File: src/lpr_pkg.sv
// Shared types for the LRU page replacement block: word structs and controller commands.
package lpr_pkg;

	// Fixed field widths of the request and response words
	localparam int unsigned PAGE_W  = 32;
	localparam int unsigned SLOT_W  = 4;
	localparam int unsigned COUNT_W = 32;
	localparam int unsigned CFG_W   = 5;

	// Reset value of the active entry count
	localparam logic [CFG_W-1:0] ACTIVE_RESET = 5'd16;

	// Request word
	typedef struct packed {
		logic [PAGE_W-1:0] page;
		logic              start_new;
		logic              last_request;
	} req_t;

	// Response word
	typedef struct packed {
		logic               hit;
		logic [SLOT_W-1:0]  slot;
		logic               evicted_valid;
		logic [PAGE_W-1:0]  evicted_page;
		logic [COUNT_W-1:0] miss_count;
		logic               run_done;
	} rsp_t;

	// Commands from the controller to the datapath
	typedef struct packed {
		logic accept;   // capture request word, apply start_new clear
		logic lookup;   // tag compare and slot choice
		logic update;   // table write, recency update, load response register
	} cmd_t;

endpackage

File: src/lru_page_replacement.sv
// Top level of the fully associative LRU page replacement block.
//
//  channel  | handshake            | word                 | direction
//  ---------+----------------------+----------------------+----------
//  request  | req_valid/req_stall  | req (lpr_pkg::req_t) | in
//  response | rsp_valid/rsp_stall  | rsp (lpr_pkg::rsp_t) | out
//  config   | cfg_wr_en            | cfg_wr_data (5 bits) | in
//
// Each word passes through a lookup step for the parallel tag compare and
// victim pick, then an update step for the tag write and rank update. A new
// word is taken in the update step of the previous one.
// arst_n clears ranks, fill count, miss count and sets the active count to 16.
// A stalled response holds the update step, and with it the request side.
module lru_page_replacement #(
	parameter int unsigned ENTRIES   = 16,
	parameter int unsigned PAGE_BITS = 32
) (
	input  logic                      clk,
	input  logic                      arst_n,
	input  logic                      cfg_wr_en,
	input  logic [lpr_pkg::CFG_W-1:0] cfg_wr_data,
	input  logic                      req_valid,
	output logic                      req_stall,
	input  lpr_pkg::req_t             req,
	output logic                      rsp_valid,
	input  logic                      rsp_stall,
	output lpr_pkg::rsp_t             rsp
);
	import lpr_pkg::*;

	cmd_t cmd;

	// Sequencer
	lpr_ctrl u_ctrl (
		.clk       (clk),
		.arst_n    (arst_n),
		.req_valid (req_valid),
		.req_stall (req_stall),
		.rsp_valid (rsp_valid),
		.rsp_stall (rsp_stall),
		.cmd       (cmd)
	);

	// Table and response datapath
	lpr_dp #(
		.ENTRIES   (ENTRIES),
		.PAGE_BITS (PAGE_BITS)
	) u_dp (
		.clk         (clk),
		.arst_n      (arst_n),
		.cfg_wr_en   (cfg_wr_en),
		.cfg_wr_data (cfg_wr_data),
		.cmd         (cmd),
		.req         (req),
		.rsp         (rsp)
	);

endmodule

File: src/lpr_ctrl.sv
// Controller state machine: request acceptance, step sequencing and response valid.
module lpr_ctrl (
	input  logic          clk,
	input  logic          arst_n,
	input  logic          req_valid,
	output logic          req_stall,
	output logic          rsp_valid,
	input  logic          rsp_stall,
	output lpr_pkg::cmd_t cmd
);
	import lpr_pkg::*;

	localparam logic [1:0] ST_IDLE   = 2'd0;
	localparam logic [1:0] ST_LOOKUP = 2'd1;
	localparam logic [1:0] ST_UPDATE = 2'd2;

	logic [1:0] state_q;
	logic [1:0] state_nxt;
	logic       rsp_valid_q;
	logic       rsp_free;
	logic       finish;
	logic       accept;

	// Response register is free when empty or being taken this cycle
	assign rsp_free  = !rsp_valid_q || !rsp_stall;
	assign finish    = (state_q == ST_UPDATE) && rsp_free;
	assign req_stall = !((state_q == ST_IDLE) || finish);
	assign accept    = req_valid && !req_stall;
	assign rsp_valid = rsp_valid_q;

	assign cmd.accept = accept;
	assign cmd.lookup = (state_q == ST_LOOKUP);
	assign cmd.update = finish;

	// Next state
	always_comb begin
		state_nxt = state_q;
		unique case (state_q)
			ST_IDLE: begin
				if (accept)
					state_nxt = ST_LOOKUP;
			end
			ST_LOOKUP: begin
				state_nxt = ST_UPDATE;
			end
			ST_UPDATE: begin
				if (finish)
					state_nxt = accept ? ST_LOOKUP : ST_IDLE;
			end
			default: begin
				state_nxt = ST_IDLE;
			end
		endcase
	end

	// State and response valid registers
	always_ff @(posedge clk or negedge arst_n) begin
		if (!arst_n) begin
			state_q     <= ST_IDLE;
			rsp_valid_q <= 1'b0;
		end else begin
			state_q <= state_nxt;
			if (finish)
				rsp_valid_q <= 1'b1;
			else if (!rsp_stall)
				rsp_valid_q <= 1'b0;
		end
	end

endmodule

File: src/lpr_dp.sv
// Datapath: page tags, age ranks, fill and miss counters, tag compare, victim pick, response.
module lpr_dp #(
	parameter int unsigned ENTRIES   = 16,
	parameter int unsigned PAGE_BITS = 32
) (
	input  logic                      clk,
	input  logic                      arst_n,
	input  logic                      cfg_wr_en,
	input  logic [lpr_pkg::CFG_W-1:0] cfg_wr_data,
	input  lpr_pkg::cmd_t             cmd,
	input  lpr_pkg::req_t             req,
	output lpr_pkg::rsp_t             rsp
);
	import lpr_pkg::*;

	localparam int unsigned IDX_W = (ENTRIES > 1) ? $clog2(ENTRIES) : 1;
	localparam int unsigned AGE_W = IDX_W;
	localparam int unsigned CNT_W = $clog2(ENTRIES + 1);
	localparam int unsigned CAP_W = (CNT_W > CFG_W) ? CNT_W : CFG_W;

	// Table state
	logic [PAGE_BITS-1:0] page_q [ENTRIES];
	logic [AGE_W-1:0]     age_q  [ENTRIES];
	logic [AGE_W-1:0]     age_nxt[ENTRIES];
	logic [CNT_W-1:0]     filled_q;
	logic [COUNT_W-1:0]   misses_q;
	logic [COUNT_W-1:0]   misses_nxt;
	logic [CFG_W-1:0]     active_q;

	// Captured request
	logic [PAGE_BITS-1:0] req_page_q;
	logic                 req_last_q;

	// Lookup results
	logic                 hit_s1;
	logic                 fill_s1;
	logic [IDX_W-1:0]     slot_s1;

	logic [CAP_W-1:0]     act_ext;
	logic [CNT_W-1:0]     cap;
	logic [ENTRIES-1:0]   match;
	logic [ENTRIES-1:0]   oldest;
	logic                 hit;
	logic [IDX_W-1:0]     hit_idx;
	logic [IDX_W-1:0]     victim_idx;
	logic                 fill;

	rsp_t                 rsp_q;

	// Active entry count, clamped to 1..ENTRIES
	always_comb begin
		act_ext = CAP_W'(active_q);
		if (act_ext == '0)
			cap = CNT_W'(1);
		else if (act_ext > CAP_W'(ENTRIES))
			cap = CNT_W'(ENTRIES);
		else
			cap = CNT_W'(act_ext);
	end

	// Parallel tag compare over filled entries, first match wins
	always_comb begin
		hit_idx = '0;
		for (int i = 0; i < ENTRIES; i++)
			match[i] = (CNT_W'(i) < filled_q) && (page_q[i] == req_page_q);
		for (int i = ENTRIES - 1; i >= 0; i--) begin
			if (match[i])
				hit_idx = IDX_W'(i);
		end
		hit = |match;
	end

	// Oldest entry among the active slots: no other active slot is older
	always_comb begin
		victim_idx = '0;
		for (int i = 0; i < ENTRIES; i++) begin
			oldest[i] = (CNT_W'(i) < cap);
			for (int j = 0; j < ENTRIES; j++) begin
				if ((CNT_W'(j) < cap) && (age_q[j] > age_q[i]))
					oldest[i] = 1'b0;
			end
		end
		for (int i = ENTRIES - 1; i >= 0; i--) begin
			if (oldest[i])
				victim_idx = IDX_W'(i);
		end
		fill = (filled_q < cap);
	end

	// Recency update: chosen slot to rank 0, younger filled entries (all on a fill) age by one
	always_comb begin
		for (int i = 0; i < ENTRIES; i++) begin
			if (IDX_W'(i) == slot_s1)
				age_nxt[i] = '0;
			else if ((CNT_W'(i) < filled_q) && (fill_s1 || (age_q[i] < age_q[slot_s1])))
				age_nxt[i] = age_q[i] + AGE_W'(1);
			else
				age_nxt[i] = age_q[i];
		end
		misses_nxt = misses_q;
		if (!hit_s1 && (misses_q != '1))
			misses_nxt = misses_q + COUNT_W'(1);
	end

	// Control state: config register, ranks and counters
	always_ff @(posedge clk or negedge arst_n) begin
		if (!arst_n) begin
			active_q <= ACTIVE_RESET;
			filled_q <= '0;
			misses_q <= '0;
			for (int i = 0; i < ENTRIES; i++)
				age_q[i] <= '0;
		end else begin
			if (cfg_wr_en)
				active_q <= cfg_wr_data;
			// start_new of the incoming word wins over the finishing update
			if (cmd.accept && req.start_new) begin
				filled_q <= '0;
				misses_q <= '0;
				for (int i = 0; i < ENTRIES; i++)
					age_q[i] <= '0;
			end else if (cmd.update) begin
				age_q    <= age_nxt;
				misses_q <= misses_nxt;
				if (fill_s1)
					filled_q <= filled_q + CNT_W'(1);
			end
		end
	end

	// Request capture and lookup results
	always_ff @(posedge clk) begin
		if (cmd.accept) begin
			req_page_q <= PAGE_BITS'(req.page);
			req_last_q <= req.last_request;
		end
		if (cmd.lookup) begin
			hit_s1  <= hit;
			fill_s1 <= !hit && fill;
			if (hit)
				slot_s1 <= hit_idx;
			else if (fill)
				slot_s1 <= IDX_W'(filled_q);
			else
				slot_s1 <= victim_idx;
		end
	end

	// Tag write and response register
	always_ff @(posedge clk) begin
		if (cmd.update) begin
			if (!hit_s1)
				page_q[slot_s1] <= req_page_q;
			rsp_q.hit           <= hit_s1;
			rsp_q.slot          <= SLOT_W'(slot_s1);
			rsp_q.evicted_valid <= !hit_s1 && !fill_s1;
			rsp_q.evicted_page  <= (!hit_s1 && !fill_s1) ? PAGE_W'(page_q[slot_s1]) : '0;
			rsp_q.miss_count    <= misses_nxt;
			rsp_q.run_done      <= req_last_q;
		end
	end

	assign rsp = rsp_q;

endmodule

File: config.mk
export PLATFORM = sky130hd
export DESIGN_NAME = lru_page_replacement
export DESIGN_NICKNAME = d
export VERILOG_FILES = /design/src/lpr_pkg.sv /design/src/lru_page_replacement.sv /design/src/lpr_ctrl.sv /design/src/lpr_dp.sv
export SDC_FILE = /design/constraint.sdc
export NUM_CORES = 2
export LEC_CHECK = 0
export ABC_AREA = 1
export BUFFER_PORTS_ARGS = -buffer_cell sky130_fd_sc_hd__buf_4
export CORE_UTILIZATION = 55
export CTS_BUF_LIST = sky130_fd_sc_hd__clkbuf_4
export CTS_CLUSTER_DIAMETER = 120
export CTS_CLUSTER_SIZE = 40
export DETAILED_ROUTE_END_ITERATION = 12
export PLACE_DENSITY = 0.83
export SLEW_MARGIN = 20
export SYNTH_ARGS = -nofsm -noshare
export SYNTH_HDL_FRONTEND = slang
export SYNTH_SLANG_ARGS = --single-unit
File: constraint.sdc
create_clock -name clk -period 9.1 [get_ports clk]
set_input_delay 0.91 -clock clk [delete_from_list [all_inputs] [get_ports clk]]
set_output_delay 0.91 -clock clk [all_outputs]
set_load 0.02 [all_outputs]
# == Word level (Yosys, flattened, before mapping) ==
# Memories as Yosys holds them, arrays and structs flattened. A register that Yosys moved wholly into a read port is not among the register bits.
# Index checks and enable logic that the tools add are counted.
# classes
n_addsub,18
n_lt_le_gt_ge,307
eq_ne,37
muxes,344
n_bitwise,1
n_reduce_logical,359
# op_table
op,n
$gt A4 B4 Y1,256
$eq A32 B32 Y1,16
$logic_and A1 B1 Y1,294
$mux W4,68
$mux W1,262
$mux W64,2
$mux W32,3
$lt A4 B5 Y1 const A,16
$add A4 B1 Y4 const B,16
$lt A4 B4 Y1,16
$reduce_bool A3 Y1,16
$lt A3 B5 Y1 const A,8
$reduce_and A2 Y1,18
$add A32 B1 Y32 const B,1
$eq A4 B4 Y1 const A,8
$ne A32 B32 Y1 const B,1
$mux W5,5
$lt A1 B5 Y1 const A,4
$lt A2 B5 Y1 const A,4
$logic_or A1 B1 Y1,18
$bmux W4 S4,1
$eq A3 B4 Y1 const A,4
$reduce_or A16 Y1,1
$eq A2 B4 Y1 const A,2
16 further kinds,26
# word_totals
ff_bits,187
ramBits,512
output_inout_bits,73
n_memories,1
# mem_list
name,words,word_bits,read_ports,rd_clocked_by_memory_dff,wr,line_no,source
u_dp.page_q,16,32,17,1,1,lpr_dp.sv:22,logic [PAGE_BITS-1:0] page_q [ENTRIES];

# == Logic depth before layout (Yosys ltp) ==
# depth
ltp_word,39
depth_mapped,27

# == By module ==
# Synthesis repeated with hierarchy kept, for this count alone.
# unflattened
cells_unflattened,5210
hier_area_um2,49173.4
# modules_own_cells
mod,instances,cells_each,area_each_um2
lpr_dp,1,5190,49017.0
lpr_ctrl,1,20,156.4

# == Least setup slack after synthesis ==
# Ideal clock, no wire load.
# synth_timing
kind,input -> register
start,input rsp_stall
end,memory u_dp.page_q[3][0] (enable)
setup_ns,0.502
arrival_ns,6.186
t_required_ns,8.598
slack_ns,2.412
cell_stages,5
n_path_buf,0
path_cell_list,nand2_1 nand2_1 inv_1 nand2_1 nor4_1
# synth_via
elab_chain_cells,5
# synth_rtl
item,line_no,source
start: declaration,lru_page_replacement.sv:26,"input logic rsp_stall,"
$logic_not A1 Y1,lpr_ctrl.sv:25,assign rsp_free = !rsp_valid_q || !rsp_stall;
$logic_or A1 B1 Y1,lpr_ctrl.sv:25,
$logic_and A1 B1 Y1,lpr_ctrl.sv:26,assign finish = (state_q == ST_UPDATE) && rsp_free;
via u_ctrl.finish,lpr_ctrl.sv:21,logic finish;
$mux W1,lpr_dp.sv:151,if (cmd.update) begin
$mux W1 (not written as such),lpr_dp.sv:153,page_q[slot_s1] <= req_page_q;
end: declaration,lpr_dp.sv:22,
# The timed path passes the listed nets, and every way through them passes these cells.

# == Final worst setup path ==
# layout_timing
start,register u_dp.slot_s1[1]
end,register u_dp.age_q[26] (netlist bit)
# layout_via
elab_chain_cells,9
elab_cells_between_ends,13
# layout_rtl
item,line_no,source
start: declaration,lpr_dp.sv:37,logic [IDX_W-1:0] slot_s1;
start signal: assignment,lpr_dp.sv:141,slot_s1 <= hit_idx;
start signal: assignment,lpr_dp.sv:143,slot_s1 <= IDX_W'(filled_q);
start signal: assignment,lpr_dp.sv:145,slot_s1 <= victim_idx;
$not A4 Y5 (not written as such),lpr_dp.sv:95,else if ((CNT_W'(i) < filled_q) && (fill_s1 || (age_q[i] < age_q[slot_s1])))
$bmux W4 S4,lpr_dp.sv:95,
$mux W4 (not written as such) (2 in a row),lpr_dp.sv:95,
$lt A4 B4 Y1,lpr_dp.sv:95,
$logic_or A1 B1 Y1,lpr_dp.sv:95,
$logic_and A1 B1 Y1,lpr_dp.sv:95,
$reduce_bool A3 Y1 (no line),-,
$reduce_and A2 Y1 (no line),-,
end signal: assignment,lpr_dp.sv:123,age_q <= age_nxt;
end: declaration,lpr_dp.sv:23,logic [AGE_W-1:0] age_q [ENTRIES];
# Parallel ways exist; a longest one is shown, timed or not. The select of a mux whose other input is x is not followed.
# A chain may end at the register's enable or synchronous reset.

==> summary.txt <==
Critical path
  – Reg2reg start: u_dp.slot_s1[1]
  – Crit Path Max Fanout: 51
  – CP Launch Point: u_dp.slot_s1[1]
  – CP Capture Type: flip-flop
  – Crit-path max cell delay: 0.75 ns
  – Critical path class: reg -> reg
  – Crit path DAT: between 5 and 6 ns
  – CP Data Required Time: approximately 10 ns
  – Crit-path cells: nor2_4 -> buf_4 -> a22oi_1 -> o221ai_1 -> a22o_1 -> a221oi_2 -> buf_4 -> ha_1 -> o21ai_1 -> nand2_1 -> nand3_1 -> nand2_1 -> nand2_1 -> nand2_1 -> o21ai_1 -> nand2_1 -> xor2_1 -> a21oi_1
  – Crit-path slowest cell: a221oi_2
  – Startpoint types: flip-flop
  – CP bufs+invs: 2
  – Most frequent CP cell: nand2_1
  – Crit path max-delay family: compound AO/OA/AOI/OAI gates

Synth
  – YS warnings: 0
  – Synth Instances: 5100
  – Async S/R FF share, synth: 14.9%
  – Prevailing post-synth register cell: edfxtp_1
  – Unique cell type count in the Yosys netlist: 71
  – Post-Syn Nets: approximately 5700
  – Leading post-synthesis cells by cell area: edfxtp_1 (38%), ha_1 (14%), nand2_1 (7.0%)
  – Most instantiated cells after synthesis: nand2_1 (910), edfxtp_1 (622), ha_1 (550)
  – Cell with the most instances after synthesis: nand2_1
  – Cell Area, Synth: between 40000 and 50000 um2
  – Cell taking the most area after synthesis: edfxtp_1
  – Post-synthesis register bit count: between 700 and 800
  – Avg Cell Area, Syn: between 9 and 10 um2
  – Synth top area share: between 30% and 40%
  – Sequential element share of the synthesized area: 43.9%
  – Post-synth EDFFs: 622

Floorplan
  – IO Count: ~120
  – Die footprint: between 80000 and 90000 um2
  – CORE AREA: between 80000 and 90000 um2
  – Initial Utilization: a little under three fifths
  – Die width: 300 um
  – Die H: about 300 um
  – Row count: between 100 and 150

Power
  – NetSw: 6.01 mW
  – PD cells: 239 nW/um2
  – Sw frac: 48.8%
  – Total power draw: approximately 12 mW
  – Highest ir drop seen on vdd: 0.203 mV
  – Pint: 6.31 mW
  – Sequential Power Share: between 30 and 40%
  – Clock share of power: 9.4%
  – Logic pwr share: a little under three fifths
  – Static Leakage: ~21 nW

STA
  – Slew @ Worst Pin: between 1 and 1.5 ns
  – Hold Vio Cnt, Final: 0
  – Skew final: a little under 0.1 ns
  – Max-slew headroom: 21.0%
  – RSZ-0062 raised after global routing: false
  – Fmax: roughly 230 MHz
  – Setup violations, final: 0
  – Min cycle time layout: ~4.4 ns
  – Slew Viols, Final: 0
  – Setup_tns: 0 ns
  – Final period util: 47.8%

Placed design
  – DP Cell Count: approximately 6300
  – HPWL after detailed placement: around 130000 um
  – Placer Congestion: 1.15
  – Port buffer count: approximately 120

Finish
  – # fillers: 7329
  – Layout Utilization: about three fifths
  – Multi-input gate area: ~25000 um2
  – Fin cells: around 6300
  – Share of cells above drive strength 1: 6.89%
  – Net count, final: 5758
  – Sequential cell area: between 20000 and 25000 um2
  – Syn-to-layout area delta: 5.49%

Worst hold path
  – HP Class: in -> reg
  – Hold Crit Start: req[0]

Detailed routing
  – Post-DRT Antenna Nets: 0
  – Vias per cell: ~6.8
  – DRC: 0
  – Total Wirelength: 177000 um
  – Wirelength per Cell: ~28 um
  – First-pass DRT Iterations: 9
  – Detailed Route Iter0 Violations: approximately 7300
  – Routed vias: roughly 43000

Clock tree
  – Longest Clk Path Bufs: 3
  – Clock Pin Slew Worst Setup and Hold Paths: approximately 0.39 ns
  – PostCTS Resize Cnt: 0
  – Worst-Skew Late Latency: around 1.1 ns
  – Total CTS buffers: 22
  – CTS tree: built
  – Clock root cell: clkbuf_4
  – Clock sink total: approximately 730
  – # H-tree levels: 1

Global route
  – Grt ovf: 0
  – Largest net degree at the start of global routing: between 70 and 80
  – GRT Overall Usage: roughly two fifths
  – First-pass GRT wire length: roughly 260000 um
  – Initial antenna violation count: 11
  – Vias in the first global route: roughly 40000

Status
  – Run status: finished clean

Flow run
  – Max-cap check violation count: 0
-- logic make-up after synthesis --
kind of cell	count (synthesis)	synth area share, %
AND/OR/NAND/NOR	1741	15.7
flip-flops	731	43.9
adder cells (fa/ha/maj)	550	14.1
AO/OA/AOI/OAI	1005	13.5
XOR/XNOR	401	7.20
buffers and inverters	672	5.64
-- flip-flops by register name, summed over array words and instances (netlist names) --
register,flops
u_ctrl.rsp_valid,1
u_dp.age_q,64
u_ctrl.state_q,2
u_dp.filled_q,5
u_dp.rsp,71
u_dp.misses_q,32
u_dp.hit_s1,1
u_dp.act_ext,5
u_dp.req_page_q,32
u_dp.req_last_q,1
u_dp.fill_s1,1
u_dp.page_q,512
u_dp.slot_s1,4
-- metal layers --
metal	global-route usage (%)	routed length [um]	vias to the layer above	share of wire, %
met5	0	26	-	0.015
met4	22.5	13100	4	7.4
met3	12.2	28400	790	16
met2	56.7	74000	3599	42
met1	49.8	61900	20326	35
li1	-	-	18393	-
-- power by group through the flow --
stage / registers (mW) / clock network, mW / logic (mW)
detailed placement: 4.22 / 0 / 6.61
global route: 4.18 / 1.24 / 7.55
global placement: 4.21 / 0 / 6.34
CTS: 4.15 / 1.15 / 6.64
finish: 4.18 / 1.16 / 6.98
floorplan: 4.20 / 0 / 4.29
-- path summary, 6_finish.rpt --
kind,to,slack (ns),cells after the start
min reg2reg,u_dp.rsp[0],0.48,0
min in group asynchronous,u_dp.age_q[26],0.44,2
max,u_dp.age_q[26],4.75,18
max reg2reg,u_dp.age_q[26],4.75,18
min,u_dp.req_last_q,0.04,1
max in group asynchronous,u_dp.age_q[4],7.31,3
-- layout by cell type, fill, tap and decap left out, types with 108 or more instances in the layout --
cell type | netlist | routed
nand2_1 | 910 | 908
edfxtp_1 | 622 | 622
ha_1 | 550 | 550
inv_1 | 483 | 482
nor2_1 | 281 | 260
a22oi_1 | 256 | 256
nand3_1 | 237 | 237
xor2_1 | 213 | 213
buf_4 | 34 | 204
a21oi_1 | 203 | 203
xnor2_1 | 188 | 188
o21ai_0 | 180 | 180
nand4_1 | 134 | 134
dfrtp_1 | 108 | 108
-- worst register-to-register path: stages, from the launching register on --
cell,delay [ns]
edfxtp_1,0.59
nor2_4,0.21
buf_4,0.39
a22oi_1,0.29
o221ai_1,0.16
a22o_1,0.25
a221oi_2,0.75
buf_4,0.33
ha_1,0.25
o21ai_1,0.08
nand2_1,0.08
nand3_1,0.07
nand2_1,0.05
nand2_1,0.05
nand2_1,0.08
o21ai_1,0.23
nand2_1,0.12
xor2_1,0.16
a21oi_1,0.15
-- layout make-up --
type | count | area share, %
Antenna cell | 9 | 0.0438
Clock inverter | 2 | 0.0608
Timing Repair Buffer | 205 | 3.00
Multi-Input combinational cell | 3697 | 48.2
Sequential cell | 731 | 41.6
Tap cell | 1155 | 2.81
Inverter | 507 | 3.73
Clock buffer | 38 | 0.554
-- per-stage QoR --
step | hold slack [ns] | setup WS (ns) | cell area, um2
2_1_floorplan | 0.400 | 2.41 | 48800
3_3_place_gp | 0.402 | 5.05 | 51100
3_5_place_dp | 0.413 | 4.93 | 51100
4_1_cts | 0.0121 | 4.85 | 51400
5_1_grt | 0.00456 | 4.49 | 51400
6_report | 0.0356 | 4.75 | 51500
-- what timing repair did --
| item | CTS | global route |
|---|---|---|
| hold buffers | 1 | 0 |
| endpoints found under the hold margin | 47 | 0 |
| buffers inserted | 0 | 0 |
Power figures use the tool's default switching activity.
